===== src/rtl/assert_macros.svh =====
// assertion macros shared by the rtl
`ifndef ASSERT_MACROS_SVH
`define ASSERT_MACROS_SVH

`ifndef NO_ASSERTIONS

// expression must hold at every clock edge out of reset
`define ASSERT_ALWAYS(lbl, clk, rst, expr, msg) \
   lbl: assert property (@(posedge clk) disable iff (rst) (expr)) else $error(msg);

// consequent must hold in the same cycle as the antecedent
`define ASSERT_IMPLIES(lbl, clk, rst, ante, cons, msg) \
   lbl: assert property (@(posedge clk) disable iff (rst) (ante) |-> (cons)) else $error(msg);

`else

`define ASSERT_ALWAYS(lbl, clk, rst, expr, msg)
`define ASSERT_IMPLIES(lbl, clk, rst, ante, cons, msg)

`endif

`endif


===== src/rtl/otsp_pkg.sv =====
package otsp_pkg;

   localparam int SLOT_COUNT = 32;
   localparam int SLOT_W     = 5;
   localparam int CNT_W      = SLOT_W + 1;
   localparam int TIME_W     = 32;
   localparam int AGE_W      = 16;

   localparam logic [SLOT_W-1:0] LAST_SLOT      = SLOT_W'(SLOT_COUNT - 1);
   localparam logic [CNT_W-1:0]  SCAN_END       = CNT_W'(SLOT_COUNT);
   localparam logic [AGE_W-1:0]  LIFETIME_RESET = AGE_W'(800);

   localparam logic ACT_ALLOC = 1'b0;
   localparam logic ACT_SWEEP = 1'b1;

   typedef enum logic [2:0] {
      ST_IDLE,
      ST_ALLOC_SCAN,
      ST_ALLOC_FIN,
      ST_SWEEP_SCAN,
      ST_SWEEP_FLUSH
   } state_type;

   // set and clear requests to the live bits
   typedef struct packed {
      logic              set_en;
      logic [SLOT_W-1:0] set_idx;
      logic              clr_en;
      logic [SLOT_W-1:0] clr_idx;
   } live_cmd_type;

   typedef struct packed {
      logic [SLOT_W-1:0] slot;
      logic [AGE_W-1:0]  age;
      logic              evicted;
      logic              last;
   } rsp_item_type;

endpackage


===== src/rtl/otsp_ifs.sv =====
interface otsp_req_if;
   import otsp_pkg::*;
   logic              valid;
   logic              ready;
   logic              action;
   logic [TIME_W-1:0] now;

   modport source (output valid, output action, output now, input ready);
   modport sink   (input valid, input action, input now, output ready);
endinterface

interface otsp_rsp_if;
   import otsp_pkg::*;
   logic              valid;
   logic              ready;
   logic [SLOT_W-1:0] slot;
   logic [AGE_W-1:0]  age;
   logic              evicted;
   logic              last;

   modport source (output valid, output slot, output age, output evicted, output last,
                   input ready);
   modport sink   (input valid, input slot, input age, input evicted, input last,
                   output ready);
endinterface

interface otsp_csr_if;
   import otsp_pkg::*;
   logic             valid;
   logic             ready;
   logic [AGE_W-1:0] lifetime_ms;

   modport source (output valid, output lifetime_ms, input ready);
   modport sink   (input valid, input lifetime_ms, output ready);
endinterface


===== src/rtl/oldest_evicting_timed_slot_pool_core.sv =====
// channel  | dir | transaction
// ---------+-----+-------------------------------------------------------
// req_ch   | in  | action (alloc or sweep) and now, in milliseconds
// rsp_ch   | out | slot, age, evicted, last
// csr_ch   | in  | lifetime_ms write
//
// one item at a time; alloc with a free slot goes straight to its finish state, alloc with a full pool
// first makes one pass over the start-time memory, one read per cycle
// sweep makes the same memory pass, and its reads wait while rsp_ch stalls
// a result waiting in the output register does not block the next request transaction
// synchronous reset clears the live bits at once; no clearing pass over the memory
`include "assert_macros.svh"

module oldest_evicting_timed_slot_pool_core
   import otsp_pkg::*;
(
   input  logic        clock,
   input  logic        reset,
   otsp_req_if.sink    req_ch,
   otsp_rsp_if.source  rsp_ch,
   otsp_csr_if.sink    csr_ch
);

   // control state
   state_type          state_ff, state_in;
   logic [CNT_W-1:0]   issue_cnt_ff, issue_cnt_in;
   logic               rd_valid_ff, rd_valid_in;
   logic               pend_valid_ff, pend_valid_in;
   logic               rsp_valid_ff, rsp_valid_in;
   logic [AGE_W-1:0]   lifetime_ff, lifetime_in;

   // payload registers
   logic [TIME_W-1:0]  now_ff, now_in;
   logic [SLOT_W-1:0]  rd_idx_ff, rd_idx_in;
   logic [SLOT_W-1:0]  oldest_idx_ff, oldest_idx_in;
   logic [TIME_W-1:0]  oldest_start_ff, oldest_start_in;
   logic [SLOT_W-1:0]  pick_ff, pick_in;
   logic               evict_ff, evict_in;
   logic [SLOT_W-1:0]  pend_slot_ff, pend_slot_in;
   logic [AGE_W-1:0]   pend_age_ff, pend_age_in;
   rsp_item_type       rsp_item_ff, rsp_item_in;

   // memory and live bit connections
   logic               mem_wr_en;
   logic               mem_rd_en;
   logic [SLOT_W-1:0]  mem_rd_addr;
   logic [TIME_W-1:0]  mem_rd_data;
   live_cmd_type       live_cmd;
   logic [SLOT_COUNT-1:0] live;
   logic               all_live;
   logic [SLOT_W-1:0]  first_free;

   // datapath helpers
   logic               out_free;
   logic               emit_valid;
   rsp_item_type       emit_item;
   logic [TIME_W-1:0]  age_full;
   logic               expired;
   logic               listable;
   logic               stall;
   logic               proc;
   logic               issue;
   logic               older;
   logic [SLOT_W-1:0]  best_idx;
   logic [TIME_W-1:0]  best_start;

   otsp_start_mem u_start_mem (
      .clock   (clock),
      .wr_en   (mem_wr_en),
      .wr_addr (pick_ff),
      .wr_data (now_ff),
      .rd_en   (mem_rd_en),
      .rd_addr (mem_rd_addr),
      .rd_data (mem_rd_data)
   );

   otsp_live u_live (
      .clock      (clock),
      .reset      (reset),
      .cmd        (live_cmd),
      .live       (live),
      .all_live   (all_live),
      .first_free (first_free)
   );

   // config port is always ready; the user must write it only while idle, the block does not enforce this
   assign csr_ch.ready = 1'b1;

   // the output register takes a new result when empty or being drained
   assign out_free = !rsp_valid_ff || rsp_ch.ready;

   // sweep: age of the slot whose start word just came out of memory
   assign age_full = now_ff - mem_rd_data;
   assign expired  = age_full >= TIME_W'(lifetime_ff);
   assign listable = rd_valid_ff && live[rd_idx_ff] && !expired;

   // alloc scan: strict compare keeps the lowest index on ties
   assign older      = (rd_idx_ff == '0) || (mem_rd_data < oldest_start_ff);
   assign best_idx   = older ? rd_idx_ff : oldest_idx_ff;
   assign best_start = older ? mem_rd_data : oldest_start_ff;

   // a listable slot must push the pending one out first; wait if the output is full
   assign stall = (state_ff == ST_SWEEP_SCAN) && listable && pend_valid_ff && !out_free;
   assign proc  = rd_valid_ff && !stall;
   assign issue = (issue_cnt_ff != SCAN_END) && (!rd_valid_ff || proc);

   // the memory is written only when an alloc finishes and read only in scans,
   // so read and write of the same entry never overlap
   always_comb begin
      state_in        = state_ff;
      issue_cnt_in    = issue_cnt_ff;
      rd_valid_in     = rd_valid_ff;
      rd_idx_in       = rd_idx_ff;
      pend_valid_in   = pend_valid_ff;
      pend_slot_in    = pend_slot_ff;
      pend_age_in     = pend_age_ff;
      now_in          = now_ff;
      oldest_idx_in   = oldest_idx_ff;
      oldest_start_in = oldest_start_ff;
      pick_in         = pick_ff;
      evict_in        = evict_ff;
      req_ch.ready    = 1'b0;
      emit_valid      = 1'b0;
      emit_item       = '{slot: pend_slot_ff, age: pend_age_ff, evicted: 1'b0, last: 1'b0};
      mem_rd_en       = 1'b0;
      mem_rd_addr     = issue_cnt_ff[SLOT_W-1:0];
      mem_wr_en       = 1'b0;
      live_cmd        = '0;

      unique case (state_ff)
         ST_IDLE: begin
            req_ch.ready = 1'b1;
            if (req_ch.valid) begin
               now_in        = req_ch.now;
               issue_cnt_in  = '0;
               rd_valid_in   = 1'b0;
               pend_valid_in = 1'b0;
               if (req_ch.action == ACT_ALLOC) begin
                  if (all_live) begin
                     state_in = ST_ALLOC_SCAN;
                  end else begin
                     pick_in  = first_free;
                     evict_in = 1'b0;
                     state_in = ST_ALLOC_FIN;
                  end
               end else begin
                  state_in = ST_SWEEP_SCAN;
               end
            end
         end

         ST_ALLOC_SCAN: begin
            // one start word per cycle, running minimum kept in registers
            if (issue) begin
               mem_rd_en    = 1'b1;
               issue_cnt_in = issue_cnt_ff + CNT_W'(1);
               rd_idx_in    = issue_cnt_ff[SLOT_W-1:0];
            end
            rd_valid_in = issue;
            if (proc) begin
               oldest_idx_in   = best_idx;
               oldest_start_in = best_start;
               if (rd_idx_ff == LAST_SLOT) begin
                  pick_in  = best_idx;
                  evict_in = 1'b1;
                  state_in = ST_ALLOC_FIN;
               end
            end
         end

         ST_ALLOC_FIN: begin
            emit_valid = 1'b1;
            emit_item  = '{slot: pick_ff, age: '0, evicted: evict_ff, last: 1'b1};
            if (out_free) begin
               mem_wr_en        = 1'b1;
               live_cmd.set_en  = 1'b1;
               live_cmd.set_idx = pick_ff;
               state_in         = ST_IDLE;
            end
         end

         ST_SWEEP_SCAN: begin
            if (issue) begin
               mem_rd_en    = 1'b1;
               issue_cnt_in = issue_cnt_ff + CNT_W'(1);
               rd_idx_in    = issue_cnt_ff[SLOT_W-1:0];
            end
            rd_valid_in = issue || (rd_valid_ff && !proc);
            if (proc) begin
               if (live[rd_idx_ff] && expired) begin
                  live_cmd.clr_en  = 1'b1;
                  live_cmd.clr_idx = rd_idx_ff;
               end
               // hold one listed slot back so the final one can carry last
               if (listable) begin
                  emit_valid    = pend_valid_ff;
                  pend_valid_in = 1'b1;
                  pend_slot_in  = rd_idx_ff;
                  pend_age_in   = age_full[AGE_W-1:0];
               end
               if (rd_idx_ff == LAST_SLOT) begin
                  state_in = ST_SWEEP_FLUSH;
               end
            end
         end

         ST_SWEEP_FLUSH: begin
            if (pend_valid_ff) begin
               emit_valid     = 1'b1;
               emit_item.last = 1'b1;
               if (out_free) begin
                  pend_valid_in = 1'b0;
                  state_in      = ST_IDLE;
               end
            end else begin
               state_in = ST_IDLE;
            end
         end

         default: begin
            state_in = ST_IDLE;
         end
      endcase
   end

   // output register
   always_comb begin
      rsp_valid_in = rsp_valid_ff;
      rsp_item_in  = rsp_item_ff;
      if (emit_valid && out_free) begin
         rsp_valid_in = 1'b1;
         rsp_item_in  = emit_item;
      end else if (rsp_ch.ready) begin
         rsp_valid_in = 1'b0;
      end
   end

   // lifetime register
   always_comb begin
      lifetime_in = lifetime_ff;
      if (csr_ch.valid) begin
         lifetime_in = csr_ch.lifetime_ms;
      end
   end

   always_ff @(posedge clock) begin
      if (reset) begin
         state_ff      <= ST_IDLE;
         issue_cnt_ff  <= '0;
         rd_valid_ff   <= 1'b0;
         pend_valid_ff <= 1'b0;
         rsp_valid_ff  <= 1'b0;
         lifetime_ff   <= LIFETIME_RESET;
      end else begin
         state_ff      <= state_in;
         issue_cnt_ff  <= issue_cnt_in;
         rd_valid_ff   <= rd_valid_in;
         pend_valid_ff <= pend_valid_in;
         rsp_valid_ff  <= rsp_valid_in;
         lifetime_ff   <= lifetime_in;
      end
   end

   always_ff @(posedge clock) begin
      now_ff          <= now_in;
      rd_idx_ff       <= rd_idx_in;
      oldest_idx_ff   <= oldest_idx_in;
      oldest_start_ff <= oldest_start_in;
      pick_ff         <= pick_in;
      evict_ff        <= evict_in;
      pend_slot_ff    <= pend_slot_in;
      pend_age_ff     <= pend_age_in;
      rsp_item_ff     <= rsp_item_in;
   end

   assign rsp_ch.valid   = rsp_valid_ff;
   assign rsp_ch.slot    = rsp_item_ff.slot;
   assign rsp_ch.age     = rsp_item_ff.age;
   assign rsp_ch.evicted = rsp_item_ff.evicted;
   assign rsp_ch.last    = rsp_item_ff.last;

   // eviction scan only runs on a full pool, and the pool stays full during it
   `ASSERT_IMPLIES(a_scan_full, clock, reset, state_ff == ST_ALLOC_SCAN, all_live, "alloc scan with free slot")
   // an eviction result is an alloc result: last set, zero age
   `ASSERT_IMPLIES(a_evict_shape, clock, reset, rsp_valid_ff && rsp_item_ff.evicted, rsp_item_ff.last && (rsp_item_ff.age == '0), "bad eviction result")
   // nothing is held back once the block is idle
   `ASSERT_IMPLIES(a_idle_no_pend, clock, reset, state_ff == ST_IDLE, !pend_valid_ff && !rd_valid_ff, "leftover scan state in idle")

endmodule


===== src/rtl/otsp_start_mem.sv =====
module otsp_start_mem
   import otsp_pkg::*;
(
   input  logic              clock,
   input  logic              wr_en,
   input  logic [SLOT_W-1:0] wr_addr,
   input  logic [TIME_W-1:0] wr_data,
   input  logic              rd_en,
   input  logic [SLOT_W-1:0] rd_addr,
   output logic [TIME_W-1:0] rd_data
);

   logic [TIME_W-1:0] mem [SLOT_COUNT];
   logic [TIME_W-1:0] rd_data_ff;

   always_ff @(posedge clock) begin
      if (wr_en) begin
         mem[wr_addr] <= wr_data;
      end
   end

   // read data holds while no read is issued
   always_ff @(posedge clock) begin
      if (rd_en) begin
         rd_data_ff <= mem[rd_addr];
      end
   end

   assign rd_data = rd_data_ff;

endmodule


===== src/rtl/otsp_live.sv =====
module otsp_live
   import otsp_pkg::*;
(
   input  logic                  clock,
   input  logic                  reset,
   input  live_cmd_type          cmd,
   output logic [SLOT_COUNT-1:0] live,
   output logic                  all_live,
   output logic [SLOT_W-1:0]     first_free
);

   logic [SLOT_COUNT-1:0] live_ff;
   logic [SLOT_COUNT-1:0] live_in;

   always_comb begin
      live_in = live_ff;
      if (cmd.clr_en) begin
         live_in[cmd.clr_idx] = 1'b0;
      end
      if (cmd.set_en) begin
         live_in[cmd.set_idx] = 1'b1;
      end
   end

   always_ff @(posedge clock) begin
      if (reset) begin
         live_ff <= '0;
      end else begin
         live_ff <= live_in;
      end
   end

   // lowest inactive slot wins
   always_comb begin
      first_free = '0;
      for (int i = SLOT_COUNT - 1; i >= 0; i--) begin
         if (!live_ff[i]) begin
            first_free = SLOT_W'(i);
         end
      end
   end

   assign live     = live_ff;
   assign all_live = &live_ff;

endmodule

===== src/flat_wrapper.sv =====
// flat-port wrapper written by rule: the top's interface ports become plain ports
module oldest_evicting_timed_slot_pool_core_flat import otsp_pkg::*;
  (clock, reset, req_ch_valid, req_ch_action, req_ch_now, req_ch_ready, rsp_ch_valid, rsp_ch_slot, rsp_ch_age, rsp_ch_evicted, rsp_ch_last, rsp_ch_ready, csr_ch_valid, csr_ch_lifetime_ms, csr_ch_ready);
  otsp_req_if req_ch_i ();
  otsp_rsp_if rsp_ch_i ();
  otsp_csr_if csr_ch_i ();
  input  logic clock;
  input  logic reset;
  input wire logic [$bits(req_ch_i.valid)-1:0] req_ch_valid;
  input wire logic [$bits(req_ch_i.action)-1:0] req_ch_action;
  input wire logic [$bits(req_ch_i.now)-1:0] req_ch_now;
  output wire logic [$bits(req_ch_i.ready)-1:0] req_ch_ready;
  output wire logic [$bits(rsp_ch_i.valid)-1:0] rsp_ch_valid;
  output wire logic [$bits(rsp_ch_i.slot)-1:0] rsp_ch_slot;
  output wire logic [$bits(rsp_ch_i.age)-1:0] rsp_ch_age;
  output wire logic [$bits(rsp_ch_i.evicted)-1:0] rsp_ch_evicted;
  output wire logic [$bits(rsp_ch_i.last)-1:0] rsp_ch_last;
  input wire logic [$bits(rsp_ch_i.ready)-1:0] rsp_ch_ready;
  input wire logic [$bits(csr_ch_i.valid)-1:0] csr_ch_valid;
  input wire logic [$bits(csr_ch_i.lifetime_ms)-1:0] csr_ch_lifetime_ms;
  output wire logic [$bits(csr_ch_i.ready)-1:0] csr_ch_ready;
  assign req_ch_i.valid = req_ch_valid;
  assign req_ch_i.action = req_ch_action;
  assign req_ch_i.now = req_ch_now;
  assign req_ch_ready = req_ch_i.ready;
  assign rsp_ch_valid = rsp_ch_i.valid;
  assign rsp_ch_slot = rsp_ch_i.slot;
  assign rsp_ch_age = rsp_ch_i.age;
  assign rsp_ch_evicted = rsp_ch_i.evicted;
  assign rsp_ch_last = rsp_ch_i.last;
  assign rsp_ch_i.ready = rsp_ch_ready;
  assign csr_ch_i.valid = csr_ch_valid;
  assign csr_ch_i.lifetime_ms = csr_ch_lifetime_ms;
  assign csr_ch_ready = csr_ch_i.ready;
  oldest_evicting_timed_slot_pool_core u_core (.clock(clock), .reset(reset), .req_ch(req_ch_i), .rsp_ch(rsp_ch_i), .csr_ch(csr_ch_i));
endmodule

===== config.mk =====
export PLATFORM = sky130hd
export DESIGN_NAME = oldest_evicting_timed_slot_pool_core_flat
export DESIGN_NICKNAME = d
export VERILOG_FILES = /design/src/rtl/otsp_pkg.sv /design/src/rtl/otsp_ifs.sv /design/src/rtl/oldest_evicting_timed_slot_pool_core.sv /design/src/rtl/otsp_start_mem.sv /design/src/rtl/otsp_live.sv /design/src/flat_wrapper.sv
export VERILOG_INCLUDE_DIRS = /design/src /design/src/rtl
export SDC_FILE = /design/constraint.sdc
export NUM_CORES = 1
export LEC_CHECK = 0
export ABC_CLOCK_PERIOD_IN_PS = 8500
export BUFFER_PORTS_ARGS = -buffer_cell sky130_fd_sc_hd__buf_2
export CAP_MARGIN = 20
export CORE_UTILIZATION = 39
export DETAILED_ROUTE_END_ITERATION = 16
export SETUP_SLACK_MARGIN = 0.02
export SYNTH_ARGS = -nofsm -noshare
export SYNTH_HDL_FRONTEND = slang
export SYNTH_HIERARCHICAL = 1
export SYNTH_SLANG_ARGS = --single-unit

===== constraint.sdc =====
create_clock -name clock -period 8.5 [get_ports clock]
set_input_delay 1.275 -clock clock [delete_from_list [all_inputs] [get_ports clock]]
set_output_delay 1.275 -clock clock [all_outputs]
set_load 0.02 [all_outputs]

# ---- Yosys cells after proc, flatten, opt, wreduce, memory -nomap -nowiden
# Memory sizes are Yosys's and may differ from the RTL's. A register that Yosys moved wholly into a read port is not among the register bits.
# Index checks and enable logic that the tools add are counted.
dict set report op_classes {
  addsub 2
  order_cmp 7
  eq_ne 15
  n_mux 93
  bitwise_logic 3
  reduce_logical 41
}
# op n
set op_table {}
lappend op_table {{$mux W5} 38}
lappend op_table {{$mux W32} 2}
lappend op_table {{$mux W6} 7}
lappend op_table {{$and A32 B32 Y32} 1}
lappend op_table {{$ge A32 B16 Y1} 1}
lappend op_table {{$lt A32 B32 Y1} 1}
lappend op_table {{$not A32 Y32} 1}
lappend op_table {{$or A32 B32 Y32} 1}
lappend op_table {{$reduce_and A32 Y1} 1}
lappend op_table {{$sub A32 B32 Y32} 1}
lappend op_table {{$mux W1} 25}
lappend op_table {{$mux W22} 1}
lappend op_table {{$mux W3} 7}
lappend op_table {{$lt A5 B6 Y1 const B} 3}
lappend op_table {{$pmux W3 S5} 1}
lappend op_table {{$logic_and A1 B1 Y1} 12}
lappend op_table {{$pmux W6 S2} 1}
lappend op_table {{$demux W1 S5} 2}
lappend op_table {{$ge A5 B1 Y1 const B} 2}
lappend op_table {{$ne A2 B1 Y1 const B} 5}
lappend op_table {{$pmux W5 S2} 1}
lappend op_table {{$pmux W1 S3} 3}
lappend op_table {{$reduce_and A3 Y1} 3}
lappend op_table {{$ne A2 B2 Y1 const B} 4}
lappend op_table {{other kinds (20)} 37}
dict set report word_totals {
  reg_bits 184
  ram_bits 1024
  input_bits 54
  output_inout_bits 26
  elab_cells 181
  n_memories 1
}
# name depth width rd rd_ports_with_merged_regs write_ports line_no
set mem_list {}
lappend mem_list {u_core.u_start_mem.mem 32 32 1 1 1 otsp_start_mem.sv:13} ;# logic [TIME_W-1:0] mem [SLOT_COUNT];

# ---- Longest topological paths before layout
# Gate-level depths: netlist (run 1).
dict set report depth {
  depth_word 36
  mapped_depth 24
  depth_no_buf 24
}

# ---- Cells and area by module
# Netlist (run 1), hierarchy kept.
# module n_inst cells_per_inst area_each_um2 seq_area_each_um2
set by_module_without_submodules {}
lappend by_module_without_submodules {otsp_start_mem 1 2260 40812.9 31710.4}
lappend by_module_without_submodules {oldest_evicting_timed_slot_pool_core 1 845 9024.9 4284.1}
lappend by_module_without_submodules {otsp_live 1 228 1654.1 640.6}

# ---- Worst setup path after synthesis (run 1)
# No wires, ideal clock.
dict set report synth_timing {
  path_kind {flip-flop to flip-flop}
  startpoint {register u_core.now_ff[0]}
  endpoint {register u_core.rsp_item_ff, in the netlist u_core/rsp_ch.age[0] (enable)}
  setup_time_ns 0.405
  arrival_time_ns 5.512
  t_required_ns 8.095
  slack_ns 2.582
  stages_incl_launch_ff 21
  n_path_buf 0
  period_less_slack_ns 5.918
  path_cell_list {edfxtp_1 -> inv_1 -> ha_1 -> inv_1 -> fa_1 -> a21o_2 -> a311oi_2 -> nor2_1 -> a221oi_1 -> xnor2_1 -> ha_1 -> nand4_1 -> nor2_1 -> o221ai_1 -> o2111ai_1 -> or4_1 -> or4_1 -> a211oi_2 -> nand3b_1 -> o21bai_1 -> nor2b_1}
}
dict set report synth_between {
  elab_chain_cells 12
  elab_cells_between_ends 13
  classes_between {add/sub: 1; order compare: 1; mux: 3; reduce/logical: 8}
}
# item line_no
set synth_rtl {}
lappend synth_rtl {{start, declared} oldest_evicting_timed_slot_pool_core.sv:33} ;# logic [TIME_W-1:0] now_ff, now_in;
lappend synth_rtl {{start signal, assigned} oldest_evicting_timed_slot_pool_core.sv:265} ;# now_ff <= now_in;
lappend synth_rtl {{$sub A32 B32 Y32 (*)} oldest_evicting_timed_slot_pool_core.sv:93} ;# assign age_full = now_ff - mem_rd_data;
lappend synth_rtl {{net u_core.age_full[10]} oldest_evicting_timed_slot_pool_core.sv:57} ;# logic [TIME_W-1:0] age_full;
lappend synth_rtl {{$ge A32 B16 Y1 (*)} oldest_evicting_timed_slot_pool_core.sv:94} ;# assign expired = age_full >= TIME_W'(lifetime_ff);
lappend synth_rtl {{$logic_not A1 Y1 (*)} oldest_evicting_timed_slot_pool_core.sv:95} ;# assign listable = rd_valid_ff && live[rd_idx_ff] && !expired;
lappend synth_rtl {{$logic_and A1 B1 Y1 (*)} oldest_evicting_timed_slot_pool_core.sv:95}
lappend synth_rtl {{$logic_and A1 B1 Y1 (3 in a row)} oldest_evicting_timed_slot_pool_core.sv:103} ;# assign stall = (state_ff == ST_SWEEP_SCAN) && listable && pend_valid_ff && !out_free;
lappend synth_rtl {{$logic_not A1 Y1} oldest_evicting_timed_slot_pool_core.sv:104} ;# assign proc = rd_valid_ff && !stall;
lappend synth_rtl {{$logic_and A1 B1 Y1} oldest_evicting_timed_slot_pool_core.sv:104}
lappend synth_rtl {{$mux W1 (*)} oldest_evicting_timed_slot_pool_core.sv:189} ;# if (proc) begin
lappend synth_rtl {{$pmux W1 S3 (*)} oldest_evicting_timed_slot_pool_core.sv:130} ;# unique case (state_ff)
lappend synth_rtl {{$logic_and A1 B1 Y1 (*)} oldest_evicting_timed_slot_pool_core.sv:230} ;# if (emit_valid && out_free) begin
lappend synth_rtl {{end signal, assigned} oldest_evicting_timed_slot_pool_core.sv:273} ;# rsp_item_ff <= rsp_item_in;
lappend synth_rtl {{end, declared} oldest_evicting_timed_slot_pool_core.sv:41} ;# rsp_item_type rsp_item_ff, rsp_item_in;
# Mark *: on every way through the listed nets, which the timed path passes. The rest lies on a longest branch.
# A chain may end at the register's enable or synchronous reset.

==> flow_metrics.tcl, run 1 <==
set metrics [dict create \
    dieWidth_um 365.4 \
    avgRoutedWirePerCell_um 25.15 \
    vias_in_the_first_global_route 28330 \
    per_cell_via_count_in_the_routed_design 5.536 \
    synthTopCellsByCount "edfxtp_1, mux2i_1, nand2_1, a21oi_1, nand3_1" \
    post_cts_gate_resize_count 0 \
    crit-reg2reg-capture "u_core/u_live/live[21]" \
    vias 29510 \
    tritoncts_clock_tree "yes" \
    critPathKind "reg -> reg" \
    clkSlewWorstSetupHoldPaths_ns 0.06 \
    placement.setup.worst_slack_ns 1.875 \
    die_h_um 365.4 \
    num_io_pins 80 \
    hold-path-cell-count 0 \
    synth_compound_area_frac 0.07069 \
    drtIter0Drc 2974 \
    synth_cell_types 83 \
    maximum_number_of_pins_on_one_net_before_global_route_repair 119 \
    wirelength_um 134100 \
    cts_num_sinks 1240 \
    yosys_warnings 6 \
    std_cell_rows 132 \
    synth_top_family_by_area "multiplexers" \
    status "finished, final reports clean" \
    post_synth_xor_area_fraction 0.003062 \
    dpl.hpwl_um 71600 \
    syn2layout_area_growth_pct 13.72 \
    share_of_synthesized_area_spent_on_multiplexers 0.1108 \
    yosysMostFrequentCell "edfxtp_1" \
    clock_power_share 0.431 \
    fp.coreArea_mm2 0.1303 \
    final.hold.worst_slack_ns 0.4863 \
    ys.flop_type "edfxtp_1" \
    synthTopCellsByArea "edfxtp_1, mux2i_1, dfxtp_1" \
    clockRootBuffer "clkbuf_16" \
    post-route-drc-count 0 \
    cp-end-kind "flip-flop" \
    synthArstFlopShare 0 \
    synthesis.area_mm2 0.05149 \
    clock_tree.htree_level_count 4 \
    drt-pass1-iter-count 7 \
    pleak_nw 18.75 \
    fin_crit_sh 0.7885 \
    grt_overflow 0 \
    ant_nets 0 \
    number_of_buffers_inserted_during_clock_tree_synthesis 134 \
    synth.net_count 3468 \
    grt_usage 0.2003 \
    max_cap_viol_count 0 \
    synth_largest_type_area_fraction 0.6881 \
    holdPathEnd "u_core/oldest_start_ff[2]" \
    synth-adder-area-share 0.01983 \
    cell_internal_pwr_mw 10.50 \
    cts_setup_buffers 0 \
    slew_headroom 0.3091 \
    final.setup.tns_ns 0 \
    path_max_fanout 33 \
    yosys_register_bits 1240 \
    worst_clock_skew_ns 0.03224 \
    grt_pass1_wl_um 193600 \
    numPortBuffers 78 \
    final-max-slew-violation-count 0 \
    seq_power_share 0.509 \
    synth.avg_cell_area_um2 15.45 \
    power_frac_comb 0.061 \
    hold_viol 0 \
    nNetsFinal 3616 \
    yosys.area_share.simple 0.05776 \
    sw_frac 0.2207 \
    postLayoutSetupSlackWorst_ns 1.798 \
    floorplan.initialDensity 0.3951 \
    insertion_delay_ns 0.75 \
    hold_start "u_core/u_start_mem/rd_data[2]" \
    globalplace.congestion 0.8528 \
    required_ns 9.08 \
    setup.reg_to_reg.worst_slack_ns 1.80 \
    synthCells 3333 \
    n_antenna_cell 0 \
    grt_antenna_before_repair 4 \
    irDropWorstVdd_uv 179.3 \
    ctsLongestPathBuffers 3 \
    synth_area_leader_cell "edfxtp_1" \
    cts_hold_repair.buffers 0 \
    critPathLaunchType "flip-flop" \
    final_layout_size_suffix_gt1_frac 0.1265 \
    worstHoldPathType "reg -> reg" \
    synth_sequential_area_ratio 0.7115 \
    r2r-start "u_core/now_ff[0]" \
    power_density_mw_per_mm2 230.1 \
    finalSetupViolCount 0 \
    synth_enable_flop_cells 1180 \
    actual_slew_at_the_worst_max_slew_pin_ns 1.032 \
    grt_setup_unrepaired "false" \
    fp.dieArea_mm2 0.1335 \
    fin_crit_ns 6.702 \
    cp.arrival_ns 7.29 \
    rr_worst_depth 22 \
    f_max_mhz 149.2 \
    power.net_switching_mw 2.973 \
]
area by class of cell:
| class | instances | area, µm² |
|---|---|---|
| flip-flops and latches | 1240 | 36640 |
| well taps | 1742 | 2180 |
| multi-input cells | 1826 | 13800 |
| clock buffers | 168 | 3530 |
| repair buffers | 171 | 1117 |
| inverters | 108 | 406.6 |
| clock inverters | 75 | 885.9 |
| fillers | 11410 | 71760 |
cells by family after synthesis:
| group | after synthesis |
|---|---|
| xor+xnor | 18 |
| other cells | 1 |
| compound gates | 559 |
| buf+inv | 267 |
| simple gates | 611 |
| fa+ha+maj | 81 |
| mux | 556 |
| flops | 1240 |
layout by cell type, fill, tap and decap left out, types with 10 or more instances in the layout:
| master | n |
|---|---|
| ha_1 | 80 |
| nand2_1 | 205 |
| clkbuf_1 | 29 |
| nand3_1 | 117 |
| bufinv_16 | 14 |
| mux4_2 | 10 |
| a21oi_1 | 185 |
| mux2i_1 | 535 |
| clkinv_2 | 12 |
| o211ai_1 | 10 |
| dfxtp_1 | 59 |
| a22oi_1 | 96 |
| nand3b_1 | 14 |
| buf_4 | 90 |
| and2_1 | 19 |
| buf_2 | 78 |
| nor2_4 | 33 |
| a21o_1 | 24 |
| edfxtp_1 | 1180 |
| a22o_1 | 64 |
| a211oi_1 | 11 |
| mux2_2 | 11 |
| clkbuf_16 | 135 |
| nor3_1 | 49 |
| clkinv_1 | 25 |
| a31oi_1 | 39 |
| nor2b_1 | 22 |
| inv_1 | 107 |
| o21ai_0 | 77 |
| nand4_1 | 27 |
| nor2_1 | 55 |
per-layer routing:
metal	track usage	part of all wire	routed length, µm	vias up
met5	0	0	0	-
met1	0.2833	0.45	60000	15070
met3	0.02829	0.062	8372	187
met2	0.3206	0.47	62420	1027
met4	0.05907	0.024	3274	0
li1	-	-	-	13230
power by group through the flow:
stage | logic, mW | registers (mW) | clock network, mW
CTS | 0.818 | 6.85 | 5.92
global placement | 0.805 | 6.98 | 0
finish | 0.820 | 6.85 | 5.80
floorplan | 0.526 | 7.02 | 0
detailed placement | 0.814 | 6.98 | 0
global route | 0.896 | 6.86 | 6.14
worst max-delay path by stage:
stage	startpoint	end	slack, ns	depth (start not counted)
2_1_floorplan	u_core/now_ff[0]	u_core/rsp_ch.age[0]	2.58	20
3_3_place_gp	u_core/now_ff[0]	u_core/rsp_ch.slot[0]	1.98	20
3_5_place_dp	u_core/now_ff[0]	u_core/rsp_ch.age[11]	1.87	20
4_1_cts	u_core/now_ff[0]	u_core/rsp_ch.age[8]	1.83	20
5_1_grt	u_core/now_ff[0]	u_core/rsp_ch.slot[2]	1.27	20
6_report	u_core/now_ff[0]	u_core/u_live/live[21]	1.80	22
critical path, cell delays in order (launching register included):
cell and delay (ns):
edfxtp_1 0.78, inv_1 0.20, ha_1 0.21, inv_1 0.06, fa_1 0.41, a21o_2 0.26, a311oi_2 0.41, nor2_1 0.13
a221oi_1 0.37, xnor2_1 0.20, ha_1 0.29, nand4_1 0.09, nor2_1 0.05, o221ai_1 0.09, o2111ai_1 0.13, or4_1 0.41
or4_1 0.50, a211oi_2 0.41, a21oi_1 0.36, and2_1 0.30, nand3b_1 0.39, o21ai_0 0.37, a21oi_1 0.13
state kept, by name (all words and copies together), names as in the netlist, 6 cells and up:
name	cells
u_core/now_ff	32
u_core/u_start_mem/mem	1024
u_core/lifetime_ff	16
u_core/pend_age_ff	16
u_core/u_start_mem/rd_data	32
u_core/u_live/live	32
u_core/oldest_start_ff	32
u_core/issue_cnt_ff	6
u_core/rsp_ch.age	16
metrics by stage:
step | area, µm² | util | total power [mW] | std cells
2_1_floorplan | 51490 | - | 7.542 | 3333
3_3_place_gp | 54130 | 0.4154 | 7.783 | 5086
3_5_place_dp | 54130 | 0.4154 | 7.794 | 5086
4_1_cts | 58540 | 0.4493 | 13.59 | 5329
5_1_grt | 58550 | 0.4494 | 13.89 | 5330
6_report | 58550 | 0.4494 | 13.47 | 5330
Note: power is estimated with default switching activity, not from simulation.
==> run 2, diff against run 1 <==
--- a/config.mk
+++ b/config.mk
@@ -6,7 +6,7 @@
 export SDC_FILE = /design/constraint.sdc
 export NUM_CORES = 1
 export LEC_CHECK = 0
-export ABC_CLOCK_PERIOD_IN_PS = 8500
+export ABC_CLOCK_PERIOD_IN_PS = 6790
 export BUFFER_PORTS_ARGS = -buffer_cell sky130_fd_sc_hd__buf_2
 export CAP_MARGIN = 20
 export CORE_UTILIZATION = 39
==> constraint.sdc (replaced) <==
create_clock -name clock -period 6.79 [get_ports clock]
set_input_delay 1.0185 -clock clock [delete_from_list [all_inputs] [get_ports clock]]
set_output_delay 1.0185 -clock clock [all_outputs]
set_load 0.02 [all_outputs]
==> flow_metrics.tcl, run 2 (same netlist as run 1, synthesis figures left out) <==
set metrics [dict create \
    status "finished, final reports clean" \
    clkSlewWorstSetupHoldPaths_ns 0.06 \
    cts_hold_repair.buffers 0 \
    number_of_buffers_inserted_during_clock_tree_synthesis 132 \
    path_delay_family "compound AO/OA/AOI/OAI gates" \
    grt_usage 0.1955 \
    placed_cells_incl_taps 5095 \
    required_ns 7.37 \
    clock_tree.htree_level_count 4 \
    syn2layout_area_growth_pct 13.63 \
    f_max_mhz 170.0 \
    slew_headroom 0.2705 \
    post_cts_gate_resize_count 0 \
    fillerInstances 11390 \
    fin_crit_sh 0.8664 \
    numPortBuffers 78 \
    finish.cell_count_without_fillers 5332 \
    globalplace.congestion 0.8076 \
    grt_pass1_wl_um 190300 \
    final.hold.worst_slack_ns 0.4580 \
    final_cell_mix "edfxtp_1, mux2i_1, nand2_1" \
    dieWidth_um 365.4 \
    floorplan.initialDensity 0.3951 \
    cp.arrival_ns 6.46 \
    max_cap_viol_count 0 \
    vias_in_the_first_global_route 28530 \
    cp_slowest_stage_delay_ns 0.51 \
    actual_slew_at_the_worst_max_slew_pin_ns 1.092 \
    pleak_nw 18.75 \
    nNetsFinal 3623 \
    drtIter0Drc 2642 \
    final_layout_size_suffix_gt1_frac 0.1263 \
    die_h_um 365.4 \
    ant_nets 0 \
    path_max_fanout 34 \
    cp-end-kind "flip-flop" \
    critPathLaunchType "flip-flop" \
    worstHoldPathType "in -> reg" \
    post-route-cell-area_mm2 0.05851 \
    vias 29170 \
    avgRoutedWirePerCell_um 24.47 \
    tritoncts_clock_tree "yes" \
    insertion_delay_ns 0.74 \
    irDropWorstVdd_uv 227.4 \
    registers.top_by_ff_count "u_core/u_start_mem/mem" \
    fp.dieArea_mm2 0.1335 \
    drt-pass1-iter-count 5 \
    final-max-slew-violation-count 0 \
    final.setup.tns_ns 0 \
    critical_path.cell_chain "buf_4 > fa_1 > a21o_2 > a311oi_2 > nor2_1 > a221oi_1 > xnor2_1 > ha_1 > nand4_1 > nor2_1 > o221ai_1 > o2111ai_1 > or4_1 > or4_1 > a211oi_2 > a21oi_1 > and2_1 > or3b_1 > o21ai_0 > a21oi_1" \
    cp_num_buf_inv 1 \
    grt_overflow 0 \
    per_cell_via_count_in_the_routed_design 5.470 \
    critPathKind "reg -> reg" \
    fp.coreArea_mm2 0.1303 \
    std_cell_rows 132 \
    layout_commonest_cell "edfxtp_1" \
    grt_setup_unrepaired "false" \
    dpl.hpwl_um 78060 \
    cts_num_sinks 1240 \
    total_power_mw 16.61 \
    cts_setup_buffers 0 \
    maximum_number_of_pins_on_one_net_before_global_route_repair 119 \
    fin_crit_ns 5.883 \
    grt_antenna_before_repair 10 \
    largest_register_ff_count 1024 \
    finalSetupViolCount 0 \
    post-route-drc-count 0 \
    slowest_stage "or3b_1" \
    placement.cell_area_mm2 0.05430 \
    worst_clock_skew_ns 0.02842 \
    clockRootBuffer "clkbuf_16" \
    ctsLongestPathBuffers 3 \
    num_io_pins 80 \
    hold_viol 0 \
    wirelength_um 130400 \
    power_density_mw_per_mm2 283.8 \
]
## run 2: changes by cell type in the layout (fill, tap and decap cells not counted), moves of 2 or more
cell        previous run  this run
buf_12                 2        11
bufinv_16             14        10
clkbuf_1              29        36
clkbuf_4               2         0
clkinv_1              25        19
clkinv_16              3         0
clkinv_2              12        15
clkinvlp_4             9         3
diode_2                0         2
## run 2: per-layer routing
metal | track usage | wire [µm] | vias up
li1 | - | - | 13240
met1 | 0.2700 | 57730 | 14850
met2 | 0.3103 | 60730 | 893
met3 | 0.04029 | 8973 | 176
met4 | 0.05891 | 2998 | 4
met5 | 0 | 21 | -
## run 2: power by group
part / internal, mW / switching, mW / total, mW
logic: 0.368 / 0.680 / 1.05
registers: 8.52 / 0.0602 / 8.58
clock network: 4.07 / 2.92 / 6.98
## run 2: worst paths after layout
kind | start | cells after the start | end | slack, ns
setup / recovery | u_core/now_ff[1] | 20 | u_core/u_live/live[16] | 0.91
hold / removal | req_ch_now[27] | 1 | u_core/now_ff[27] | 0.46
setup reg to reg | u_core/now_ff[1] | 20 | u_core/u_live/live[16] | 0.91
hold reg to reg | u_core/u_start_mem/rd_data[5] | 0 | u_core/oldest_start_ff[5] | 0.47
## run 2: area by class of cell
| cell class | instances | area, µm² | area share |
|---|---|---|---|
| tap | 1742 | 2180 | 0.03725 |
| multi-input combinational | 1826 | 13790 | 0.2358 |
| sequential | 1240 | 36640 | 0.6262 |
| inverter | 108 | 405.4 | 0.006929 |
| antenna | 2 | 5.005 | 0.00008554 |
| clock buffer | 173 | 3541 | 0.06052 |
| clock inverter | 61 | 630.6 | 0.01078 |
| timing repair buffer | 180 | 1314 | 0.02245 |
## run 2: worst register-to-register path, cell delays in order (launching register included)
cell       delay (ns)
edfxtp_1         0.36
buf_4            0.25
fa_1             0.52
a21o_2           0.26
a311oi_2         0.49
nor2_1           0.13
a221oi_1         0.33
xnor2_1          0.21
ha_1             0.29
nand4_1          0.09
nor2_1           0.04
o221ai_1         0.08
o2111ai_1        0.13
or4_1            0.40
or4_1            0.49
a211oi_2         0.32
a21oi_1          0.27
and2_1           0.26
or3b_1           0.51
o21ai_0          0.23
a21oi_1          0.09
## run 2: through the flow
stage                     utilization  setup slack, ns
after floorplan                     -           0.8724
after global placement         0.4166           0.9947
after detailed placement       0.4167           0.9217
after CTS                      0.4487           0.8682
after global routing           0.4490           0.5303
final                          0.4490           0.9072
